--- src/hw/rtl/button_debounce_hold_events_macros.svh ---
// Assertion macros for the button debouncer with hold events.
// Used by the top level; expects clk and arst_n in scope.
`ifndef BUTTON_DEBOUNCE_HOLD_EVENTS_MACROS_SVH
`define BUTTON_DEBOUNCE_HOLD_EVENTS_MACROS_SVH

// Same-cycle implication, checked outside reset.
`define BDHE_ASSERT_NOW(label, cond, prop) \
	label: assert property (@(posedge clk) disable iff (!arst_n) (cond) |-> (prop)) \
		else $error("button debouncer: same-cycle check failed");

// Next-cycle implication, checked outside reset.
`define BDHE_ASSERT_NEXT(label, cond, prop) \
	label: assert property (@(posedge clk) disable iff (!arst_n) (cond) |=> (prop)) \
		else $error("button debouncer: next-cycle check failed");

`endif

--- src/hw/rtl/bdhe_pkg.sv ---
// Shared types and constants for the button debouncer with hold events.
// No dependencies.
package bdhe_pkg;

	localparam int DURATION_WIDTH     = 32;
	localparam int OUT_DURATION_WIDTH = 32;
	localparam int QUIET_WIDTH        = 16;
	localparam int HOLD_WIDTH         = 32;
	localparam int CFG_DATA_WIDTH     = 32;
	localparam int CFG_INDEX_WIDTH    = 2;
	localparam int THR_WIDTH = (DURATION_WIDTH > HOLD_WIDTH) ? DURATION_WIDTH : HOLD_WIDTH;

	typedef logic [DURATION_WIDTH-1:0]     duration_t;
	typedef logic [OUT_DURATION_WIDTH-1:0] out_duration_t;
	typedef logic [QUIET_WIDTH-1:0]        quiet_t;
	typedef logic [HOLD_WIDTH-1:0]         hold_t;
	typedef logic [THR_WIDTH-1:0]          thr_t;
	typedef logic [CFG_DATA_WIDTH-1:0]     cfg_data_t;
	typedef logic [CFG_INDEX_WIDTH-1:0]    cfg_index_t;

	localparam cfg_index_t CFG_DEBOUNCE_TICKS   = 2'd0;
	localparam cfg_index_t CFG_FIRST_HOLD_TICKS = 2'd1;
	localparam cfg_index_t CFG_NEXT_HOLD_TICKS  = 2'd2;

	localparam quiet_t RST_DEBOUNCE_TICKS   = 16'd20;
	localparam hold_t  RST_FIRST_HOLD_TICKS = 32'd1000;
	localparam hold_t  RST_NEXT_HOLD_TICKS  = 32'd300;

	typedef enum logic [1:0] {
		EV_NONE    = 2'd0,
		EV_PRESS   = 2'd1,
		EV_RELEASE = 2'd2,
		EV_HOLD    = 2'd3
	} event_t;

	// Debounced level before and after the current sample (1 means pressed).
	typedef struct packed {
		logic was_pressed;
		logic now_pressed;
	} level_t;

	typedef struct packed {
		event_t        event_code;
		logic          click;
		logic          is_pressed;
		out_duration_t pressed_duration;
	} result_t;

endpackage

--- src/hw/rtl/bdhe_in_if.sv ---
// Input channel of the button debouncer: one raw pin sample per transaction.
// Depends on nothing.
interface bdhe_in_if;
	logic valid;
	logic ready;
	logic pin_level;

	modport source (output valid, output pin_level, input ready);
	modport sink (input valid, input pin_level, output ready);
endinterface

--- src/hw/rtl/bdhe_out_if.sv ---
// Output channel of the button debouncer: one event result per transaction.
// Depends on bdhe_pkg.
interface bdhe_out_if;
	logic                    valid;
	logic                    ready;
	logic [1:0]              event_code;
	logic                    click;
	logic                    is_pressed;
	bdhe_pkg::out_duration_t pressed_duration;

	modport source (output valid, output event_code, output click, output is_pressed,
		output pressed_duration, input ready);
	modport sink (input valid, input event_code, input click, input is_pressed,
		input pressed_duration, output ready);
endinterface

--- src/hw/rtl/bdhe_debounce.sv ---
// Debounce stage: raw sample tracking, quiet-time counter and debounced level.
// Depends on bdhe_pkg.
module bdhe_debounce (
	input  logic             clk,
	input  logic             arst_n,
	input  logic             advance,
	input  logic             pin_level,
	input  bdhe_pkg::quiet_t debounce_ticks,
	output bdhe_pkg::level_t level
);

	logic             raw_q;
	logic             stable_q;
	bdhe_pkg::quiet_t quiet_q;
	bdhe_pkg::quiet_t quiet_inc;
	logic             change;
	logic             stable_next;

	assign change    = (pin_level != raw_q);
	assign quiet_inc = (quiet_q == '1) ? quiet_q : quiet_q + 1'b1;

	always_comb begin
		stable_next = stable_q;
		if (!change && (pin_level != stable_q) && (quiet_inc >= debounce_ticks)) begin
			stable_next = pin_level;
		end
	end

	// Levels are active low on the pin; the struct carries "pressed" as 1.
	assign level.was_pressed = !stable_q;
	assign level.now_pressed = !stable_next;

	always_ff @(posedge clk or negedge arst_n) begin
		if (!arst_n) begin
			raw_q    <= 1'b1;
			stable_q <= 1'b1;
			quiet_q  <= '0;
		end else if (advance) begin
			raw_q    <= pin_level;
			stable_q <= stable_next;
			quiet_q  <= change ? '0 : quiet_inc;
		end
	end

endmodule

--- src/hw/rtl/bdhe_events.sv ---
// Event stage: press duration counter, press/release/hold detection and click.
// Depends on bdhe_pkg.
module bdhe_events (
	input  logic              clk,
	input  logic              arst_n,
	input  logic              advance,
	input  bdhe_pkg::level_t  level,
	input  bdhe_pkg::hold_t   first_hold_ticks,
	input  bdhe_pkg::hold_t   next_hold_ticks,
	output bdhe_pkg::result_t result
);

	bdhe_pkg::duration_t press_q;
	bdhe_pkg::duration_t last_q;
	logic                first_done_q;
	bdhe_pkg::event_t    prev_q;

	bdhe_pkg::duration_t cur;
	bdhe_pkg::duration_t diff;
	bdhe_pkg::thr_t      thr;
	bdhe_pkg::event_t    ev;

	always_comb begin
		if (!level.now_pressed) begin
			cur = '0;
		end else if (!level.was_pressed) begin
			cur = bdhe_pkg::duration_t'(1);
		end else if (press_q != '1) begin
			cur = press_q + 1'b1;
		end else begin
			cur = press_q;
		end
	end

	assign thr  = bdhe_pkg::thr_t'(first_done_q ? next_hold_ticks : first_hold_ticks);
	assign diff = cur - last_q;

	always_comb begin
		ev = bdhe_pkg::EV_NONE;
		if (cur != last_q) begin
			if (cur == '0) begin
				ev = bdhe_pkg::EV_RELEASE;
			end else if (last_q == '0) begin
				ev = bdhe_pkg::EV_PRESS;
			end else if (bdhe_pkg::thr_t'(diff) > thr) begin
				ev = bdhe_pkg::EV_HOLD;
			end
		end
	end

	assign result.event_code = ev;
	assign result.click      = (ev == bdhe_pkg::EV_RELEASE) && (prev_q == bdhe_pkg::EV_PRESS);
	assign result.is_pressed = level.now_pressed;
	assign result.pressed_duration = ((cur >> bdhe_pkg::OUT_DURATION_WIDTH) != '0) ? '1 :
		bdhe_pkg::out_duration_t'(cur);

	always_ff @(posedge clk or negedge arst_n) begin
		if (!arst_n) begin
			press_q      <= '0;
			last_q       <= '0;
			first_done_q <= 1'b0;
			prev_q       <= bdhe_pkg::EV_NONE;
		end else if (advance) begin
			press_q <= cur;
			if (ev != bdhe_pkg::EV_NONE) begin
				last_q       <= cur;
				first_done_q <= (ev == bdhe_pkg::EV_HOLD);
				prev_q       <= ev;
			end
		end
	end

endmodule

--- src/hw/rtl/button_debounce_hold_events.sv ---
// Top level of the button debouncer with press, release, hold-repeat and click events.
// Depends on bdhe_pkg, bdhe_in_if, bdhe_out_if, bdhe_debounce, bdhe_events and the macros.
// The result of a sample is registered and valid in the cycle after its transaction.
// Throughput: one sample per cycle without back-pressure; one update per transaction.
// Reset (arst_n low, asynchronous): button released, counters cleared, registers at
// their defaults (debounce 20, first hold 1000, next hold 300), no result pending.
`include "button_debounce_hold_events_macros.svh"

module button_debounce_hold_events (
	input  logic                 clk,
	input  logic                 arst_n,
	input  logic                 cfg_we,
	input  bdhe_pkg::cfg_index_t cfg_index,
	input  bdhe_pkg::cfg_data_t  cfg_wdata,
	bdhe_in_if.sink              sample,
	bdhe_out_if.source           result
);

	// Configuration registers. The user must write them only while the block is idle;
	// the block does not enforce this. Writes are applied directly with no shadowing.
	bdhe_pkg::quiet_t debounce_ticks_q;
	bdhe_pkg::hold_t  first_hold_ticks_q;
	bdhe_pkg::hold_t  next_hold_ticks_q;

	always_ff @(posedge clk or negedge arst_n) begin
		if (!arst_n) begin
			debounce_ticks_q   <= bdhe_pkg::RST_DEBOUNCE_TICKS;
			first_hold_ticks_q <= bdhe_pkg::RST_FIRST_HOLD_TICKS;
			next_hold_ticks_q  <= bdhe_pkg::RST_NEXT_HOLD_TICKS;
		end else if (cfg_we) begin
			unique case (cfg_index)
				bdhe_pkg::CFG_DEBOUNCE_TICKS: begin
					debounce_ticks_q <= cfg_wdata[bdhe_pkg::QUIET_WIDTH-1:0];
				end
				bdhe_pkg::CFG_FIRST_HOLD_TICKS: begin
					first_hold_ticks_q <= cfg_wdata[bdhe_pkg::HOLD_WIDTH-1:0];
				end
				bdhe_pkg::CFG_NEXT_HOLD_TICKS: begin
					next_hold_ticks_q <= cfg_wdata[bdhe_pkg::HOLD_WIDTH-1:0];
				end
				default: begin
					// Indices beyond the register list are ignored.
				end
			endcase
		end
	end

	// Handshake. The output register behaves as a pipeline stage: a new sample
	// is taken whenever the register is empty or its contents leave in the same
	// cycle, so the block streams one transaction per cycle under no back-pressure.
	logic              out_valid_q;
	bdhe_pkg::result_t out_data_q;
	logic              accept;

	assign sample.ready = !out_valid_q || result.ready;
	assign accept       = sample.valid && sample.ready;

	// Processing. Both stages compute their next state combinationally from the
	// incoming sample and commit it only when the sample's transaction completes.
	bdhe_pkg::level_t  level;
	bdhe_pkg::result_t next_result;

	bdhe_debounce u_debounce (
		.clk            (clk),
		.arst_n         (arst_n),
		.advance        (accept),
		.pin_level      (sample.pin_level),
		.debounce_ticks (debounce_ticks_q),
		.level          (level)
	);

	bdhe_events u_events (
		.clk              (clk),
		.arst_n           (arst_n),
		.advance          (accept),
		.level            (level),
		.first_hold_ticks (first_hold_ticks_q),
		.next_hold_ticks  (next_hold_ticks_q),
		.result           (next_result)
	);

	// Result register. The payload needs no reset; only the valid flag does.
	always_ff @(posedge clk or negedge arst_n) begin
		if (!arst_n) begin
			out_valid_q <= 1'b0;
		end else if (accept) begin
			out_valid_q <= 1'b1;
		end else if (result.ready) begin
			out_valid_q <= 1'b0;
		end
	end

	always_ff @(posedge clk) begin
		if (accept) begin
			out_data_q <= next_result;
		end
	end

	assign result.valid            = out_valid_q;
	assign result.event_code       = out_data_q.event_code;
	assign result.click            = out_data_q.click;
	assign result.is_pressed       = out_data_q.is_pressed;
	assign result.pressed_duration = out_data_q.pressed_duration;

	// Terms used by the checks below.
	logic out_is_press;
	logic out_has_duration;

	assign out_is_press     = out_valid_q && (out_data_q.event_code == bdhe_pkg::EV_PRESS);
	assign out_has_duration = (out_data_q.pressed_duration != '0);

	// A pressed button always reports a non-zero duration, a released one zero.
	`BDHE_ASSERT_NOW(a_pressed_duration, out_valid_q, out_data_q.is_pressed == out_has_duration)
	// A press event is reported on the first pressed tick.
	`BDHE_ASSERT_NOW(a_press_first_tick, out_is_press, out_data_q.pressed_duration == 32'd1)
	// A click only accompanies a release.
	`BDHE_ASSERT_NOW(a_click_on_release, out_valid_q && out_data_q.click, out_data_q.event_code == bdhe_pkg::EV_RELEASE)
	// Every accepted sample produces a result in the following cycle.
	`BDHE_ASSERT_NEXT(a_result_follows, accept, out_valid_q)

endmodule

--- src/flat_wrapper.sv ---
// flat-port wrapper written by rule: the top's interface ports become plain ports
module button_debounce_hold_events_flat 
  (clk, arst_n, cfg_we, cfg_index, cfg_wdata, sample_valid, sample_pin_level, sample_ready, result_valid, result_event_code, result_click, result_is_pressed, result_pressed_duration, result_ready);
  bdhe_in_if sample_i ();
  bdhe_out_if result_i ();
  input  logic clk;
  input  logic arst_n;
  input  logic cfg_we;
  input  bdhe_pkg::cfg_index_t cfg_index;
  input  bdhe_pkg::cfg_data_t cfg_wdata;
  input wire logic [$bits(sample_i.valid)-1:0] sample_valid;
  input wire logic [$bits(sample_i.pin_level)-1:0] sample_pin_level;
  output wire logic [$bits(sample_i.ready)-1:0] sample_ready;
  output wire logic [$bits(result_i.valid)-1:0] result_valid;
  output wire logic [$bits(result_i.event_code)-1:0] result_event_code;
  output wire logic [$bits(result_i.click)-1:0] result_click;
  output wire logic [$bits(result_i.is_pressed)-1:0] result_is_pressed;
  output wire logic [$bits(result_i.pressed_duration)-1:0] result_pressed_duration;
  input wire logic [$bits(result_i.ready)-1:0] result_ready;
  assign sample_i.valid = sample_valid;
  assign sample_i.pin_level = sample_pin_level;
  assign sample_ready = sample_i.ready;
  assign result_valid = result_i.valid;
  assign result_event_code = result_i.event_code;
  assign result_click = result_i.click;
  assign result_is_pressed = result_i.is_pressed;
  assign result_pressed_duration = result_i.pressed_duration;
  assign result_i.ready = result_ready;
  button_debounce_hold_events u_core (.clk(clk), .arst_n(arst_n), .cfg_we(cfg_we), .cfg_index(cfg_index), .cfg_wdata(cfg_wdata), .sample(sample_i), .result(result_i));
endmodule
--- config.mk ---
export PLATFORM = sky130hd
export DESIGN_NAME = button_debounce_hold_events_flat
export DESIGN_NICKNAME = d
export VERILOG_FILES = /design/src/hw/rtl/bdhe_pkg.sv /design/src/hw/rtl/bdhe_in_if.sv /design/src/hw/rtl/bdhe_out_if.sv /design/src/hw/rtl/bdhe_debounce.sv /design/src/hw/rtl/bdhe_events.sv /design/src/hw/rtl/button_debounce_hold_events.sv /design/src/flat_wrapper.sv
export VERILOG_INCLUDE_DIRS = /design/src /design/src/hw/rtl
export SDC_FILE = /design/constraint.sdc
export NUM_CORES = 1
export LEC_CHECK = 0
export BUFFER_PORTS_ARGS = -buffer_cell sky130_fd_sc_hd__buf_2
export CAP_MARGIN = 40
export CORE_MARGIN = 10
export CORE_UTILIZATION = 45
export CTS_BUF_LIST = sky130_fd_sc_hd__clkbuf_4 sky130_fd_sc_hd__clkbuf_8
export CTS_CLUSTER_SIZE = 28
export DETAILED_ROUTE_END_ITERATION = 8
export PLACE_DENSITY_LB_ADDON = 0.12
export REMOVE_ABC_BUFFERS = 1
export SLEW_MARGIN = 5
export SYNTH_ARGS = -nofsm -noshare
export SYNTH_HDL_FRONTEND = slang
export SYNTH_SLANG_ARGS = --single-unit
--- constraint.sdc ---
create_clock -name clk -period 21.1 [get_ports clk]
set_clock_uncertainty 0.2 [all_clocks]
set_input_delay 4.22 -clock clk [delete_from_list [all_inputs] [get_ports clk]]
set_output_delay 4.22 -clock clk [all_outputs]
set_load 0.03 [all_outputs]
==> impl_metrics.ini <==
[route]
wl_per_cell_um = 18.2
viasPerCell = 5.48
drc = 0
drt_first_pass_iters = 5
initialDrtViolationCount = 733
ant_nets = 0
routed_wl_um = 30600
vias = 9194

[critical_path]
slowest_stage = or2_2
r2r_slack_ps = 10540
cp-start-kind = primary input
cp_data_arrival_time_ps = 11220
cp_max_fo = 37
worstReg2RegEnd = u_core.u_events.last_q[2]
critPathMaxStageDelay_ps = 560
reg2reg_depth = 39
crit_family = compound AO/OA/AOI/OAI gates
critPathRequiredTime_ps = 21300
cp-end-kind = flip-flop
rr_startpoint = u_core.u_debounce.quiet_q[4]
critPathKind = primary input to flip-flop
path_buf_inv = 2
startpoint = sample_pin_level

[grt]
grt_pass1_vias = 9277
grt_max_degree = 72
grt_overflow = 0
grt_pass1_wl_um = 49800
track_usage = 0.181
grt_antenna_before_repair = 0

[placed_design]
dp.cells = 1608
place_congestion = 0.862
hpwl_um = 22300
io_buffers = 77
placed_area_um2 = 12900

[synthesis]
async_flop_share = 0.822
postSynthCellCount = 1226
synth-seq-cells = 202
synth_top_cell_area_share = 0.311
synth_top_flop_cell = dfrtp_1
synthesis.area_per_instance_um2 = 9.96
synth.cell_area_um2 = 12200
synth_edf_count = 36
yosysTopAreaCell = dfrtp_1
synth_warnings = 0
yosysUniqueCellTypes = 76
yosysSeqAreaShare = 0.430
netlist_top_cells_area = dfrtp_1 (31%), edfxtp_1 (8.8%), ha_1 (8.4%)

[floorplan]
initial_core_util = 0.456
ios = 78
die_h_um = 185
die-area_um2 = 34100
rows = 60
core-area_um2 = 26800
die_w_um = 185

[worst_hold_path]
hold_path.class = flip-flop to flip-flop
min_from = u_core.u_debounce.raw_q
whs_endpoint = u_core.u_debounce.raw_q
holdPathStages = 2

[clocking]
clk_path_buf_depth = 3
clk_latency_ps = 530
cts_hold_buf = 0
cts_buffers = 38
numClockSinks = 202
cts_tree = done
clk_pin_slew_ps = 60
cts_setup_buffers = 0
h-tree-depth = 2
cts_root_buf = clkbuf_8
post_cts_resized = 0

[sta]
setup-violations-final = 0
fmax_ghz = 0.0908
finalSetupTns_ps = 0
min_period_ps = 11020
slew_violations = 0
finalHoldViolations = 0
slew_headroom = 0.419
rsz0062_at_grt = false
timing.final.crit_share = 0.522
tightest_slew_ps = 872

[final_layout]
fin_nets = 1430
instances_no_fill = 1677
final_area_um2 = 13700
final_layout_size_suffix_gt1_frac = 0.210
syn_to_final_growth_pct = 11.8
layout_commonest_cell = nand2_1
diodes = 0
layout_common_cells = nand2_1 (163), dfrtp_1 (151), nor2_1 (86), ha_1 (82), buf_2 (76)
fill_cells = 2520

[power]
irDropWorstVdd_v = 0.0000599
p_total_uw = 1890
p_per_area_nw_per_um2 = 139
leakage_uw = 0.00639

[job]
maxCapViolations = 0

[run_status]
status = finished clean
synth_stat cells (5+ instances only):
master,number
dfstp_2,14
xor2_1,25
nor2b_1,8
nand4_1,33
nor3_1,10
mux2_4,17
o21ai_0,60
nor2_1,86
inv_1,74
nor4_1,15
mux2i_1,35
clkbuf_1,23
mux2_2,68
a22o_1,16
xnor2_1,45
nand3_1,28
buf_2,11
edfxtp_1,36
nand2b_1,15
a21o_1,10
or3_1,5
o31ai_1,17
o21bai_1,5
nand2_1,164
a21oi_1,50
a211oi_1,13
buf_1,8
and2_1,12
and4_1,8
ha_1,82
and3_1,16
dfrtp_1,152
metal layers:
layer  global-route usage  routed length, um
met5                    0                  0
met4               0.0484                645
met3               0.0297               1410
met2                0.283              13900
met1                0.253              14600
power by group:
group	internal [uW]	switching [uW]	leakage, uW
registers	488	69.3	0.00241
clock network	203	165	0.000394
logic	425	543	0.00359
worst max-delay path by stage:
stage                                      endpoint  slack, ps  cells after the start
final                     u_core.u_events.last_q[2]      10080                     28
after global routing      u_core.u_events.last_q[2]       9440                     28
after CTS                 u_core.u_events.last_q[2]      10130                     28
after detailed placement  u_core.u_events.last_q[2]       9610                     28
after global placement    u_core.u_events.last_q[1]       9710                     28
after floorplan           u_core.u_events.last_q[1]      10650                     26
cells by family after synthesis:
kind of cell | count (synthesis) | synth area share
and+or+nand+nor | 419 | 0.168
AOI/OAI and AO/OA | 208 | 0.113
DFF | 202 | 0.430
buffers and inverters | 124 | 0.0411
muxes | 120 | 0.112
adders and majority gates | 83 | 0.0856
xor gates and xnor gates | 70 | 0.0502
through the flow:
stage,worst slack [ps],hold WS [ps],utilization
after floorplan,10650,244,-
after global routing,9440,312,0.510
final,10080,266,0.510
after detailed placement,9610,257,0.482
after global placement,9710,252,0.482
after CTS,10130,267,0.510
tightest hold or removal path: stages, from the launching register on:
cell and delay (ps):
dfstp_2 370, nand2_1 50, nand2_1 50
flip-flops by register name (all words and copies together), names as in the netlist, 2 cells and up:
| name | count |
|---|---|
| u_core.first_hold_ticks_q | 32 |
| u_core.next_hold_ticks_q | 32 |
| u_core.result.pressed_duration | 32 |
| u_core.u_events.last_q | 32 |
| u_core.u_events.press_q | 32 |
| u_core.debounce_ticks_q | 16 |
| u_core.u_debounce.quiet_q | 16 |
| u_core.result.event_code | 2 |
| u_core.u_events.prev_q | 2 |
final cells by class:
type	instances	area (um2)	area share
sequential	202	5250	0.385
clock buffer	55	663	0.0485
multi-input combinational	900	6470	0.474
inverter	76	285	0.0209
tap	341	427	0.0312
clock inverter	14	70.1	0.00513
timing repair buffer	89	489	0.0358
(Power assumes the default switching activity.)
